$ cat src/stepper_step_generator_with_targets_defines.svh
// Assertion macros shared by the stepper step generator RTL.
// Included by files that carry concurrent checks; no other dependencies.
`ifndef STEPPER_STEP_GENERATOR_WITH_TARGETS_DEFINES_SVH
`define STEPPER_STEP_GENERATOR_WITH_TARGETS_DEFINES_SVH

// Same-cycle implication, sampled on the rising clock edge, off during reset
`define SSGT_ASSERT_IMPL(label, clk, rst_n, ante, cons, msg) \
	label: assert property (@(posedge clk) disable iff (!(rst_n)) (ante) |-> (cons)) \
		else $error(msg);

// Next-cycle implication
`define SSGT_ASSERT_NEXT(label, clk, rst_n, ante, cons, msg) \
	label: assert property (@(posedge clk) disable iff (!(rst_n)) (ante) |=> (cons)) \
		else $error(msg);

`endif

$ cat src/ssgt_pkg.sv
// Shared widths, request and register codes, and types of the step generator.
// No dependencies; used by the interfaces, ssgt_eval and the top level.
package ssgt_pkg;

	localparam int POS_W      = 32;
	localparam int BUDGET_W   = 32;
	localparam int TOL_W      = 16;
	localparam int BOUND_W    = 34;
	localparam int REQ_W      = 3;
	localparam int REASON_W   = 2;
	localparam int CFG_IDX_W  = 2;
	localparam int CFG_DATA_W = 16;

	// Request codes
	localparam logic [REQ_W-1:0] REQ_TICK        = 3'd0;
	localparam logic [REQ_W-1:0] REQ_START       = 3'd1;
	localparam logic [REQ_W-1:0] REQ_STOP        = 3'd2;
	localparam logic [REQ_W-1:0] REQ_STEP_TARGET = 3'd3;
	localparam logic [REQ_W-1:0] REQ_ENC_TARGET  = 3'd4;
	localparam logic [REQ_W-1:0] REQ_CLEAR       = 3'd5;

	// Stop reasons
	localparam logic [REASON_W-1:0] WHY_COMMANDED   = 2'd0;
	localparam logic [REASON_W-1:0] WHY_STEPS_DONE  = 2'd1;
	localparam logic [REASON_W-1:0] WHY_POS_REACHED = 2'd2;
	localparam logic [REASON_W-1:0] WHY_EXCEEDED    = 2'd3;

	// Configuration register indexes
	localparam logic [CFG_IDX_W-1:0] CFG_POS_TOL     = 2'd0;
	localparam logic [CFG_IDX_W-1:0] CFG_BACKLASH    = 2'd1;
	localparam logic [CFG_IDX_W-1:0] CFG_ENC_PRESENT = 2'd2;
	localparam logic [CFG_IDX_W-1:0] CFG_DIR_LEVEL   = 2'd3;

	// Configuration reset values
	localparam logic [TOL_W-1:0] POS_TOL_RST     = 16'd10;
	localparam logic [TOL_W-1:0] BACKLASH_RST    = 16'd100;
	localparam logic             ENC_PRESENT_RST = 1'b1;
	localparam logic             DIR_LEVEL_RST   = 1'b0;

	typedef struct packed {
		logic [REQ_W-1:0]    req_type;
		logic [BUDGET_W-1:0] step_budget;
		logic [POS_W-1:0]    encoder_goal;
		logic [POS_W-1:0]    encoder_position;
	} item_t;

	typedef struct packed {
		logic [TOL_W-1:0] position_tolerance;
		logic [TOL_W-1:0] backlash_tolerance;
		logic             encoder_present;
		logic             direction_level;
	} cfg_t;

	typedef struct packed {
		logic                step_state;
		logic                run_flag;
		logic [BUDGET_W-1:0] steps_left;
		logic                step_mode_armed;
		logic                encoder_mode_armed;
		logic [POS_W-1:0]    goal_position;
		logic                goal_direction_up;
		logic [BOUND_W-1:0]  failsafe_bound;
	} state_t;

	typedef struct packed {
		logic                step_level;
		logic                enable_n;
		logic                direction_out;
		logic                is_running;
		logic                stop_event;
		logic [REASON_W-1:0] stop_reason;
	} result_t;

	// Sign-extend an encoder count to the wide difference width
	function automatic logic [BOUND_W-1:0] sext_pos(input logic [POS_W-1:0] v);
		return {{(BOUND_W-POS_W){v[POS_W-1]}}, v};
	endfunction

	// Zero-extend a tolerance to the wide difference width
	function automatic logic [BOUND_W-1:0] zext_tol(input logic [TOL_W-1:0] v);
		return {{(BOUND_W-TOL_W){1'b0}}, v};
	endfunction

endpackage

$ cat src/ssgt_req_if.sv
// Request channel of the step generator: valid/ready plus one request.
// Depends on ssgt_pkg for field widths.
interface ssgt_req_if;
	logic                             valid;
	logic                             ready;
	logic [ssgt_pkg::REQ_W-1:0]       req_type;
	logic [ssgt_pkg::BUDGET_W-1:0]    step_budget;
	logic signed [ssgt_pkg::POS_W-1:0] encoder_goal;
	logic signed [ssgt_pkg::POS_W-1:0] encoder_position;

	modport source (output valid, req_type, step_budget, encoder_goal, encoder_position,
		input ready);
	modport sink (input valid, req_type, step_budget, encoder_goal, encoder_position,
		output ready);
endinterface

$ cat src/ssgt_res_if.sv
// Result channel of the step generator: valid/ready plus pin levels and stop status.
// Depends on ssgt_pkg for field widths.
interface ssgt_res_if;
	logic                          valid;
	logic                          ready;
	logic                          step_level;
	logic                          enable_n;
	logic                          direction_out;
	logic                          is_running;
	logic                          stop_event;
	logic [ssgt_pkg::REASON_W-1:0] stop_reason;

	modport source (output valid, step_level, enable_n, direction_out, is_running,
		stop_event, stop_reason, input ready);
	modport sink (input valid, step_level, enable_n, direction_out, is_running,
		stop_event, stop_reason, output ready);
endinterface

$ cat src/ssgt_cfg_if.sv
// Configuration write channel: valid/ready, register index and write data.
// Depends on ssgt_pkg for field widths.
interface ssgt_cfg_if;
	logic                            valid;
	logic                            ready;
	logic [ssgt_pkg::CFG_IDX_W-1:0]  index;
	logic [ssgt_pkg::CFG_DATA_W-1:0] data;

	modport source (output valid, index, data, input ready);
	modport sink (input valid, index, data, output ready);
endinterface

$ cat src/ssgt_eval.sv
// Next-state and result logic for one request of the step generator.
// Purely combinational; depends on ssgt_pkg types and helpers.
module ssgt_eval (
	input  ssgt_pkg::state_t  st,
	input  ssgt_pkg::item_t   item,
	input  ssgt_pkg::cfg_t    cfg,
	output ssgt_pkg::state_t  st_nxt,
	output ssgt_pkg::result_t res
);

	logic signed [ssgt_pkg::BOUND_W-1:0] cur_w;
	logic signed [ssgt_pkg::BOUND_W-1:0] goal_in_w;
	logic signed [ssgt_pkg::BOUND_W-1:0] goal_st_w;
	logic signed [ssgt_pkg::BOUND_W-1:0] bound_w;
	logic signed [ssgt_pkg::BOUND_W-1:0] tol_w;
	logic signed [ssgt_pkg::BOUND_W-1:0] bl_w;
	logic signed [ssgt_pkg::BOUND_W-1:0] edge_diff;
	logic signed [ssgt_pkg::BOUND_W-1:0] edge_abs;
	logic signed [ssgt_pkg::BOUND_W-1:0] arm_diff;
	logic signed [ssgt_pkg::BOUND_W-1:0] arm_abs;
	logic                                edge_near;
	logic                                edge_hit;
	logic                                arm_far;
	logic [ssgt_pkg::BUDGET_W-1:0]       steps_dec;
	logic                                new_step;
	logic                                do_halt;
	logic [ssgt_pkg::REASON_W-1:0]       why;

	// Wide position arithmetic, never wraps
	always_comb begin
		cur_w     = $signed(ssgt_pkg::sext_pos(item.encoder_position));
		goal_in_w = $signed(ssgt_pkg::sext_pos(item.encoder_goal));
		goal_st_w = $signed(ssgt_pkg::sext_pos(st.goal_position));
		bound_w   = $signed(st.failsafe_bound);
		tol_w     = $signed(ssgt_pkg::zext_tol(cfg.position_tolerance));
		bl_w      = $signed(ssgt_pkg::zext_tol(cfg.backlash_tolerance));

		edge_diff = cur_w - goal_st_w;
		edge_abs  = edge_diff[ssgt_pkg::BOUND_W-1] ? -edge_diff : edge_diff;
		edge_near = edge_abs < tol_w;
		if (st.goal_direction_up) begin
			edge_hit = edge_near || (cur_w >= goal_st_w) || (cur_w < bound_w);
		end else begin
			edge_hit = edge_near || (cur_w <= goal_st_w) || (cur_w > bound_w);
		end

		arm_diff = goal_in_w - cur_w;
		arm_abs  = arm_diff[ssgt_pkg::BOUND_W-1] ? -arm_diff : arm_diff;
		arm_far  = arm_abs > tol_w;

		steps_dec = (st.steps_left != '0) ? st.steps_left - 1'b1 : st.steps_left;
	end

	// Request decode and state update
	always_comb begin
		st_nxt   = st;
		new_step = ~st.step_state;
		do_halt  = 1'b0;
		why      = ssgt_pkg::WHY_COMMANDED;

		unique case (item.req_type)
			ssgt_pkg::REQ_TICK: begin
				if (st.run_flag) begin
					st_nxt.step_state = new_step;
					// falling edge: check the armed target
					if (!new_step) begin
						if (st.step_mode_armed) begin
							st_nxt.steps_left = steps_dec;
							if (steps_dec == '0) begin
								do_halt = 1'b1;
								why     = ssgt_pkg::WHY_STEPS_DONE;
							end
						end else if (st.encoder_mode_armed && cfg.encoder_present) begin
							if (edge_hit) begin
								do_halt = 1'b1;
								why     = edge_near ? ssgt_pkg::WHY_POS_REACHED
									: ssgt_pkg::WHY_EXCEEDED;
							end
						end
					end
				end
			end
			ssgt_pkg::REQ_START: begin
				st_nxt.run_flag = 1'b1;
			end
			ssgt_pkg::REQ_STOP: begin
				do_halt = 1'b1;
				why     = ssgt_pkg::WHY_COMMANDED;
			end
			ssgt_pkg::REQ_STEP_TARGET: begin
				st_nxt.steps_left         = item.step_budget;
				st_nxt.step_mode_armed    = (item.step_budget != '0);
				st_nxt.encoder_mode_armed = 1'b0;
			end
			ssgt_pkg::REQ_ENC_TARGET: begin
				if (cfg.encoder_present) begin
					st_nxt.goal_position   = item.encoder_goal;
					st_nxt.step_mode_armed = 1'b0;
					if (arm_far) begin
						st_nxt.goal_direction_up  = (goal_in_w > cur_w);
						st_nxt.failsafe_bound     = (goal_in_w > cur_w) ? cur_w - bl_w
							: cur_w + bl_w;
						st_nxt.encoder_mode_armed = 1'b1;
					end else begin
						st_nxt.encoder_mode_armed = 1'b0;
						do_halt = 1'b1;
						why     = ssgt_pkg::WHY_POS_REACHED;
					end
				end
			end
			ssgt_pkg::REQ_CLEAR: begin
				st_nxt.step_mode_armed    = 1'b0;
				st_nxt.encoder_mode_armed = 1'b0;
			end
			default: begin
			end
		endcase

		// any stop drops run and both targets; step level is kept
		if (do_halt) begin
			st_nxt.run_flag           = 1'b0;
			st_nxt.step_mode_armed    = 1'b0;
			st_nxt.encoder_mode_armed = 1'b0;
		end

		res.step_level    = st_nxt.step_state;
		res.enable_n      = ~st_nxt.run_flag;
		res.direction_out = cfg.direction_level;
		res.is_running    = st_nxt.run_flag;
		res.stop_event    = do_halt;
		res.stop_reason   = do_halt ? why : ssgt_pkg::WHY_COMMANDED;
	end

endmodule

$ cat src/stepper_step_generator_with_targets.sv
// Top level of the stepper step pulse generator with step and encoder targets.
// Depends on ssgt_pkg, the three channel interfaces, ssgt_eval and the defines header.
//
// Usage:
//   req  - request channel: ticks from a half-period timer (each toggles the step
//          level while running) and commands: start, stop, arm a step budget, arm an
//          encoder goal, clear targets. Every request gives exactly one result.
//   res  - result channel: step pin, active-low enable, direction pin, running flag,
//          and a stop flag with its reason for the request that caused a stop.
//   cfg  - configuration writes (tolerances, encoder present, direction level); always ready.
//          The user writes only while no request is in flight; the block does not enforce it.
// Flow: a request accepted into the input register moves on to the result register
//   once that register is free, and its result is presented from there.
// Throughput: one request per cycle while results are taken; input and result registers
//   form a two-stage pipe, and state is updated in one pass in the second stage.
// Reset: motor stopped, no target armed, step level low, registers at defaults,
//   both pipe stages empty.
// Stall: when res.ready is low the result holds; one more request is taken into
//   the input register, after which req.ready drops until the result is taken.
`include "stepper_step_generator_with_targets_defines.svh"

module stepper_step_generator_with_targets (
	input  logic           clk,
	input  logic           arst_n,
	ssgt_req_if.sink       req,
	ssgt_res_if.source     res,
	ssgt_cfg_if.sink       cfg
);

	ssgt_pkg::cfg_t    cfg_q;
	ssgt_pkg::state_t  state_q;
	ssgt_pkg::state_t  state_nxt;
	ssgt_pkg::item_t   item_s1;
	ssgt_pkg::result_t res_nxt;
	ssgt_pkg::result_t res_s2;
	logic              valid_s1;
	logic              valid_s2;
	logic              advance;
	logic              req_take;

	// Pipe control
	assign advance  = ~valid_s2 | res.ready;
	assign req.ready = ~valid_s1 | advance;
	assign req_take = req.valid & req.ready;
	assign cfg.ready = 1'b1;

	// Configuration registers
	always_ff @(posedge clk or negedge arst_n) begin
		if (!arst_n) begin
			cfg_q.position_tolerance <= ssgt_pkg::POS_TOL_RST;
			cfg_q.backlash_tolerance <= ssgt_pkg::BACKLASH_RST;
			cfg_q.encoder_present    <= ssgt_pkg::ENC_PRESENT_RST;
			cfg_q.direction_level    <= ssgt_pkg::DIR_LEVEL_RST;
		end else if (cfg.valid) begin
			unique case (cfg.index)
				ssgt_pkg::CFG_POS_TOL:     cfg_q.position_tolerance <= cfg.data;
				ssgt_pkg::CFG_BACKLASH:    cfg_q.backlash_tolerance <= cfg.data;
				ssgt_pkg::CFG_ENC_PRESENT: cfg_q.encoder_present    <= cfg.data[0];
				ssgt_pkg::CFG_DIR_LEVEL:   cfg_q.direction_level    <= cfg.data[0];
				default: begin
				end
			endcase
		end
	end

	// Stage 1: input register
	always_ff @(posedge clk or negedge arst_n) begin
		if (!arst_n) begin
			valid_s1 <= 1'b0;
		end else if (req.ready) begin
			valid_s1 <= req.valid;
		end
	end

	always_ff @(posedge clk) begin
		if (req_take) begin
			item_s1.req_type         <= req.req_type;
			item_s1.step_budget      <= req.step_budget;
			item_s1.encoder_goal     <= req.encoder_goal;
			item_s1.encoder_position <= req.encoder_position;
		end
	end

	// Evaluation of the held request against the motor state
	ssgt_eval u_eval (
		.st     (state_q),
		.item   (item_s1),
		.cfg    (cfg_q),
		.st_nxt (state_nxt),
		.res    (res_nxt)
	);

	// Motor state, updated as the request moves into the result register
	always_ff @(posedge clk or negedge arst_n) begin
		if (!arst_n) begin
			state_q <= '0;
		end else if (valid_s1 && advance) begin
			state_q <= state_nxt;
		end
	end

	// Stage 2: result register
	always_ff @(posedge clk or negedge arst_n) begin
		if (!arst_n) begin
			valid_s2 <= 1'b0;
		end else if (advance) begin
			valid_s2 <= valid_s1;
		end
	end

	always_ff @(posedge clk) begin
		if (valid_s1 && advance) begin
			res_s2 <= res_nxt;
		end
	end

	assign res.valid         = valid_s2;
	assign res.step_level    = res_s2.step_level;
	assign res.enable_n      = res_s2.enable_n;
	assign res.direction_out = res_s2.direction_out;
	assign res.is_running    = res_s2.is_running;
	assign res.stop_event    = res_s2.stop_event;
	assign res.stop_reason   = res_s2.stop_reason;

	// Checks
	`SSGT_ASSERT_IMPL(a_one_target, clk, arst_n, 1'b1,
		!(state_q.step_mode_armed && state_q.encoder_mode_armed),
		"step and encoder targets armed together")
	`SSGT_ASSERT_IMPL(a_stop_clears_run, clk, arst_n, valid_s2 && res_s2.stop_event,
		!res_s2.is_running && res_s2.enable_n, "stop result still shows running")
	`SSGT_ASSERT_IMPL(a_reason_needs_stop, clk, arst_n,
		valid_s2 && (res_s2.stop_reason != ssgt_pkg::WHY_COMMANDED),
		res_s2.stop_event, "stop reason without a stop")
	`SSGT_ASSERT_NEXT(a_s1_lands, clk, arst_n, valid_s1 && advance, valid_s2,
		"request in stage 1 lost on its way to the result register")
	`SSGT_ASSERT_NEXT(a_armed_implies_run_or_set, clk, arst_n,
		valid_s1 && advance && state_nxt.encoder_mode_armed && !cfg_q.encoder_present,
		state_q.encoder_mode_armed, "encoder target state not kept")

endmodule

$ cat src/flat_wrapper.sv
// flat-port wrapper written by rule: the top's interface ports become plain ports
module stepper_step_generator_with_targets_flat 
  (clk, arst_n, req_valid, req_req_type, req_step_budget, req_encoder_goal, req_encoder_position, req_ready, res_valid, res_step_level, res_enable_n, res_direction_out, res_is_running, res_stop_event, res_stop_reason, res_ready, cfg_valid, cfg_index, cfg_data, cfg_ready);
  ssgt_req_if req_i ();
  ssgt_res_if res_i ();
  ssgt_cfg_if cfg_i ();
  input  logic clk;
  input  logic arst_n;
  input wire logic [$bits(req_i.valid)-1:0] req_valid;
  input wire logic [$bits(req_i.req_type)-1:0] req_req_type;
  input wire logic [$bits(req_i.step_budget)-1:0] req_step_budget;
  input wire logic [$bits(req_i.encoder_goal)-1:0] req_encoder_goal;
  input wire logic [$bits(req_i.encoder_position)-1:0] req_encoder_position;
  output wire logic [$bits(req_i.ready)-1:0] req_ready;
  output wire logic [$bits(res_i.valid)-1:0] res_valid;
  output wire logic [$bits(res_i.step_level)-1:0] res_step_level;
  output wire logic [$bits(res_i.enable_n)-1:0] res_enable_n;
  output wire logic [$bits(res_i.direction_out)-1:0] res_direction_out;
  output wire logic [$bits(res_i.is_running)-1:0] res_is_running;
  output wire logic [$bits(res_i.stop_event)-1:0] res_stop_event;
  output wire logic [$bits(res_i.stop_reason)-1:0] res_stop_reason;
  input wire logic [$bits(res_i.ready)-1:0] res_ready;
  input wire logic [$bits(cfg_i.valid)-1:0] cfg_valid;
  input wire logic [$bits(cfg_i.index)-1:0] cfg_index;
  input wire logic [$bits(cfg_i.data)-1:0] cfg_data;
  output wire logic [$bits(cfg_i.ready)-1:0] cfg_ready;
  assign req_i.valid = req_valid;
  assign req_i.req_type = req_req_type;
  assign req_i.step_budget = req_step_budget;
  assign req_i.encoder_goal = req_encoder_goal;
  assign req_i.encoder_position = req_encoder_position;
  assign req_ready = req_i.ready;
  assign res_valid = res_i.valid;
  assign res_step_level = res_i.step_level;
  assign res_enable_n = res_i.enable_n;
  assign res_direction_out = res_i.direction_out;
  assign res_is_running = res_i.is_running;
  assign res_stop_event = res_i.stop_event;
  assign res_stop_reason = res_i.stop_reason;
  assign res_i.ready = res_ready;
  assign cfg_i.valid = cfg_valid;
  assign cfg_i.index = cfg_index;
  assign cfg_i.data = cfg_data;
  assign cfg_ready = cfg_i.ready;
  stepper_step_generator_with_targets u_core (.clk(clk), .arst_n(arst_n), .req(req_i), .res(res_i), .cfg(cfg_i));
endmodule
$ cat config.mk
export PLATFORM = sky130hd
export DESIGN_NAME = stepper_step_generator_with_targets_flat
export DESIGN_NICKNAME = d
export VERILOG_FILES = /design/src/ssgt_pkg.sv /design/src/ssgt_req_if.sv /design/src/ssgt_res_if.sv /design/src/ssgt_cfg_if.sv /design/src/ssgt_eval.sv /design/src/stepper_step_generator_with_targets.sv /design/src/flat_wrapper.sv
export VERILOG_INCLUDE_DIRS = /design/src /design/src/src
export SDC_FILE = /design/constraint.sdc
export NUM_CORES = 1
export LEC_CHECK = 0
export BUFFER_PORTS_ARGS = -buffer_cell sky130_fd_sc_hd__clkbuf_2
export CORE_ASPECT_RATIO = 0.6
export CORE_MARGIN = 5
export CORE_UTILIZATION = 44
export DETAILED_ROUTE_END_ITERATION = 10
export MAX_ROUTING_LAYER = met4
export PLACE_DENSITY = 0.68
export REMOVE_ABC_BUFFERS = 1
export SYNTH_ARGS = -nofsm -noshare
export SYNTH_HDL_FRONTEND = slang
export SYNTH_SLANG_ARGS = --single-unit
$ cat constraint.sdc
create_clock -name clk -period 11.9 [get_ports clk]
set_input_delay 1.19 -clock clk [delete_from_list [all_inputs] [get_ports clk]]
set_output_delay 1.19 -clock clk [all_outputs]
set_load 0.005 [all_outputs]
# Word level (Yosys, flattened, before mapping)
# Index checks and enable logic that the tools add are counted.
classes:
  n_reduce_logical: 21
  n_mux: 37
  eq_ne: 12
  n_addsub: 7
  n_bitwise: 7
  n_lt_le_gt_ge: 7
op_table:
  columns: ["cell", "n"]
  rows:
  - ["32-bit 2-to-1 mux", 4]
  - ["34-bit 2-to-1 mux", 3]
  - ["69-bit 2-to-1 mux", 1]
  - ["32-bit by 32-bit subtractor with 33-bit output", 2]
  - ["32-bit one-hot mux with 2 select lines", 1]
  - ["32-bit nonzero test", 2]
  - ["35-bit 2-to-1 mux", 1]
  - ["32-bit by 34-bit greater-than comparator with 1-bit output", 1]
  - ["34-bit by 17-bit greater-than comparator with 1-bit output", 1]
  - ["32-bit by 34-bit < comparator with 1-bit output", 1]
  - ["34-bit by 17-bit < comparator with 1-bit output", 1]
  - ["33-bit negator with 34-bit output", 1]
  - ["34-bit negator", 1]
  - ["32-bit by 17-bit adder with 33-bit output", 1]
  - ["32-bit by 17-bit subtractor with 33-bit output", 1]
  - ["32-bit greater-or-equal comparator", 1]
  - ["32-bit greater-than comparator", 1]
  - ["32-bit less-or-equal comparator", 1]
  - ["32-bit logical NOT", 1]
  - ["32-bit by 1-bit subtractor with 32-bit output (second input constant)", 1]
  - ["1-bit 2-to-1 mux", 16]
  - ["2-bit 2-to-1 mux", 8]
  - ["2-bit AND reduction", 4]
  - ["3-bit by 2-bit == test with 1-bit output (second input constant)", 2]
  - ["other kinds (21)", 34]
totals:
  output_inout_bits: 10
  regBits: 245

# Longest topological paths before layout
depth:
  word_depth: 15
  ltp_mapped: 31
  ltp_nobuf: 29

# Cells and area by module
# A second synthesis with hierarchy kept.
hier_totals:
  hier_cells: 2274
  hier_area_um2: 20389.6
by_module_without_submodules:
  columns: ["module", "instances", "cells_per_inst", "area_each_um2"]
  rows:
  - ["ssgt_eval", 1, 1866, 11960.2]
  - ["stepper_step_generator_with_targets", 1, 408, 8429.3]

# Worst setup path after synthesis
# Ideal clock, no wire load.
synth_path:
  kind: "register to register"
  start: "register u_core.item_s1[1] in the netlist's numbering"
  end: "register u_core.state_q[30] in the netlist's numbering"
  setup_slack_ns: 5.267
  stages_incl_launch_ff: 30
  t_arrival_ns: 6.508
  cell_sequence: "edfxtp_1 inv_1 ha_1 nor2b_1 o31a_1 o211a_1 o211ai_1 a21o_1 o21ai_1 a31oi_1 inv_1 o22ai_1 a21oi_1 clkbuf_1 o21ai_0 fa_1 a211oi_1 o21bai_1 a311o_1 a2111oi_0 o21ai_0 a41o_1 a31oi_1 o21ai_0 a31o_2 a21oi_1 o21bai_1 a21oi_1 xor2_1 mux2i_1"
synth_via:
  elab_chain_len: 5
synth_lines:
  columns: ["element", "line_no", "text"]
  rows:
  - ["start: declaration", "stepper_step_generator_with_targets.sv:33", "ssgt_pkg::item_t item_s1;"]
  - ["32-bit by 32-bit subtractor with 33-bit output", "ssgt_eval.sv:47", "arm_diff = goal_in_w - cur_w;"]
  - ["33-bit negator with 34-bit output", "ssgt_eval.sv:48", "arm_abs = arm_diff[ssgt_pkg::BOUND_W-1] ? -arm_diff : arm_diff;"]
  - ["34-bit 2-to-1 mux", "ssgt_eval.sv:48", null]
  - ["34-bit by 17-bit greater-than comparator with 1-bit output", "ssgt_eval.sv:49", "arm_far = arm_abs > tol_w;"]
  - ["4-bit AND reduction (no line)", null, null]
  - ["end signal: assignment", "stepper_step_generator_with_targets.sv:98", "state_q <= state_nxt;"]
  - ["end: declaration", "stepper_step_generator_with_targets.sv:31", "ssgt_pkg::state_t state_q;"]
# Several ways; a longest one is shown, not always the timed one.
# A chain may end at the register's enable or synchronous reset.

# Worst setup path after layout
layout_path:
  start: "register u_core.item_s1[14] in the netlist's numbering"
  end: "register u_core.state_q[30] in the netlist's numbering"
# The elaborated chain is that of the path after synthesis.

==> flow_summary.toml <==
[global_route]
grt_usage_pct = 27.17
grt_pass1_wl_um = 103200
antenna_found_initial = 2
grt_start_max_net_pins = 80
grt_pass1_vias = 16980
grt_overflow = 0

[route]
first_iter_violations = 2080
routed_wirelength_um = 68050
routedWlPerCell_um = 23.11
dr.pass1.iters = 6
viasPerCell = 6.272
final_antenna_net_count = 0
vias = 18470
drc = 0

[critical_path]
cp-startpoint = "u_core.item_s1[14]"
endpoint_kind = "flip-flop"
worstReg2RegEnd = "u_core.state_q[30]"
worstReg2RegStart = "u_core.item_s1[14]"
crit_arrival_ns = 8.83
criticalPathCategory = "flip-flop to flip-flop"
crit_path_end = "u_core.state_q[30]"
worstRegToRegCells = 30
rrSetupSlack_ns = 3.49
cp-start-kind = "flip-flop"
slowest_stage = "a2111oi_0"
crit_required_ns = 12.32
crit_fanout = 33
cpPeakStageDelay_ns = 0.86

[yosys]
synth_edf_count = 106
synth_ff_type = "dfrtp_1"
seq_area_frac_synth_pct = 33.43
synth_cells = 2251
yosys.cell_types.count = 100
synth_warnings = 0
netlist_area_um2 = 19870
ys_ff_latch = 244
ys_async_sr_fraction_pct = 56.56
syn_area_per_cell_um2 = 8.828

[cts]
cts_resized = 0
post_cts_buffers = 0
cts_num_sinks = 244
clk_path_buf_depth = 3
clkSlewWorstSetupHoldPaths_ns = 0.07
h-tree-depth = 1
cts_hold_buf = 0
cts-root-buf = "clkbuf_16"
clock_latency_ns = 0.57
numCtsBuffers = 25
cts_tree = "yes"

[timing]
slew_headroom_pct = 16.76
setup_tns_ns = 0
fin_worst_skew_ns = 0.02353
setup_violations = 0
fin_crit_sh_pct = 70.70
hold_viol_final = 0
worst_slew_pin_slew_ns = 1.249
whs_ns = 0.4955
rsz0062_at_grt = "false"
finalMaxSlewViolations = 0
layout_setup_ws_ns = 3.486
period_minus_slack_ns = 8.414
fmax_ghz = 0.1189

[placed_design]
io_buffers = 130
placedCellCount = 2897
dp_hpwl_um = 53620
gp_congestion = 1.024
preCtsSetupSlack_ns = 3.745

[layout]
synthToLayoutAreaGrowth_pct = 10.38
drive_gt1_share_pct = 12.03
nNetsFinal = 2627
instances_no_fill = 2944

[power_and_ir_drop]
ir_drop_uv = 124.3
power.total_mw = 4.536
leakagePower_nw = 9.397
p_per_area_nw_per_um2 = 206.8

[die]
die_h_um = 174.6
die_area_um2 = 49650
die_x_um = 284.4
initial_core_util_pct = 44.41
coreArea_um2 = 44740
design.portCount = 132
placementRows = 60

[status]
status = "finished, final reports clean"

[hold_path]
hold_depth = 1
hold_class = "flip-flop to flip-flop"

[flow_run]
max_cap_viol_count = 0
==> flip-flops by register name (all words and copies together) (netlist names), 2 cells and up <==
| name | count |
|---|---|
| u_core.item_s1 | 99 |
| u_core.state_q | 102 |
| u_core.cfg_q | 34 |
| u_core.res.stop_reason | 2 |
==> layer usage <==
metal  share of wire, %  vias up  routed length (um)  track usage (%)
li1                   -     8542                   -                -
met1                 48     8891               32800            41.97
met2                 37      944               24840            33.38
met3                 13       88                9045            9.791
met4                2.0        0                1360            4.971
met5                  0        -                   0                -
==> cell usage after synthesis, types with 52 or more instances <==
cell | number | area (um2)
dfrtp_1 | 132 | 3303
nand3_1 | 64 | 320.3
a21o_1 | 55 | 412.9
a21oi_1 | 172 | 860.8
clkbuf_1 | 72 | 270.3
nor3_1 | 58 | 290.3
ha_1 | 167 | 2090
nand2_1 | 173 | 649.4
o21ai_0 | 148 | 740.7
edfxtp_1 | 106 | 3183
inv_1 | 164 | 615.6
xnor2_1 | 87 | 762.0
mux2_2 | 52 | 585.6
nor2_1 | 133 | 499.2
==> cells in the final DEF (no fill, tap or decap), drive strengths merged, types with 9 or more instances in the layout <==
master / synthesis / routed
a211oi: 28 / 28
nor3: 61 / 61
o22ai: 16 / 16
and2: 23 / 23
inv: 165 / 166
or4: 9 / 9
dfrtp: 132 / 132
o21bai: 18 / 18
a21oi: 173 / 173
and3: 18 / 18
nand2: 174 / 174
buf: 13 / 13
nor4: 37 / 37
nor2b: 25 / 25
xor2: 34 / 34
nand4: 44 / 44
xnor2: 87 / 87
a21o: 55 / 55
a31oi: 26 / 26
o21a: 27 / 27
nand2b: 18 / 18
a22oi: 13 / 13
nor2: 133 / 133
nand3: 64 / 64
ha: 167 / 167
o211ai: 24 / 24
or2: 15 / 15
mux2: 61 / 61
or3: 25 / 25
clkbuf: 72 / 159
nor4b: 9 / 9
edfxtp: 106 / 106
o31ai: 18 / 18
a211o: 11 / 11
mux2i: 35 / 35
o21ai: 160 / 160
a21boi: 14 / 14
==> worst min-delay path by stage <==
stage                            startpoint                        to  slack [ns]
final                     u_core.state_q[1]         u_core.state_q[1]        0.50
after CTS                 u_core.state_q[1]         u_core.state_q[1]        0.50
after floorplan             u_core.cfg_q[0]  u_core.res.direction_out        0.42
after global routing      u_core.state_q[1]         u_core.state_q[1]        0.52
after global placement      u_core.valid_s1          u_core.res.valid        0.47
after detailed placement  u_core.state_q[1]         u_core.state_q[1]        0.48
==> worst max-delay path: cells and delay by family, from the launching register on <==
family          cells  cell delay [ns]
mux                 1             0.08
buf+inv             3             0.52
fa+ha+maj           2             0.89
simple gates        3             0.71
xor+xnor            1             0.16
flops               1             0.46
compound gates     20             5.43
==> where the power goes <==
part           total (mW)  leakage [nW]  switching [mW]  internal, mW
sequential           1.24          2.67           0.165          1.07
clock               0.906         0.445           0.370         0.536
combinational        2.39          6.28            1.47         0.919
==> cell type report <==
class                      count  area [um2]
clock inverter                15       244.0
clock buffer                  30       674.4
antenna                        2       5.005
multi-input combinational   1757       12260
sequential                   244        6644
inverter                     165       619.3
timing repair buffer         142       747.0
fill                        4241       22810
tap                          589       737.0
==> per-stage QoR <==
step / cell area, um2 / utilization (%)
finish: 21930 / 49.02
global placement: 21010 / 46.96
floorplan: 19500 / -
detailed placement: 21010 / 46.96
CTS: 21930 / 49.01
global route: 21930 / 49.02
==> cell families after synthesis <==
group | after synthesis | synth area share, %
AND/OR/NAND/NOR | 692 | 17.98
flip-flops | 244 | 33.43
XOR/XNOR | 121 | 5.333
buffers and inverters | 250 | 4.993
multiplexers | 96 | 5.220
other | 1 | 0.01887
adder cells (fa/ha/maj) | 170 | 10.82
AO/OA/AOI/OAI | 677 | 22.21
(Power assumes the default switching activity.)
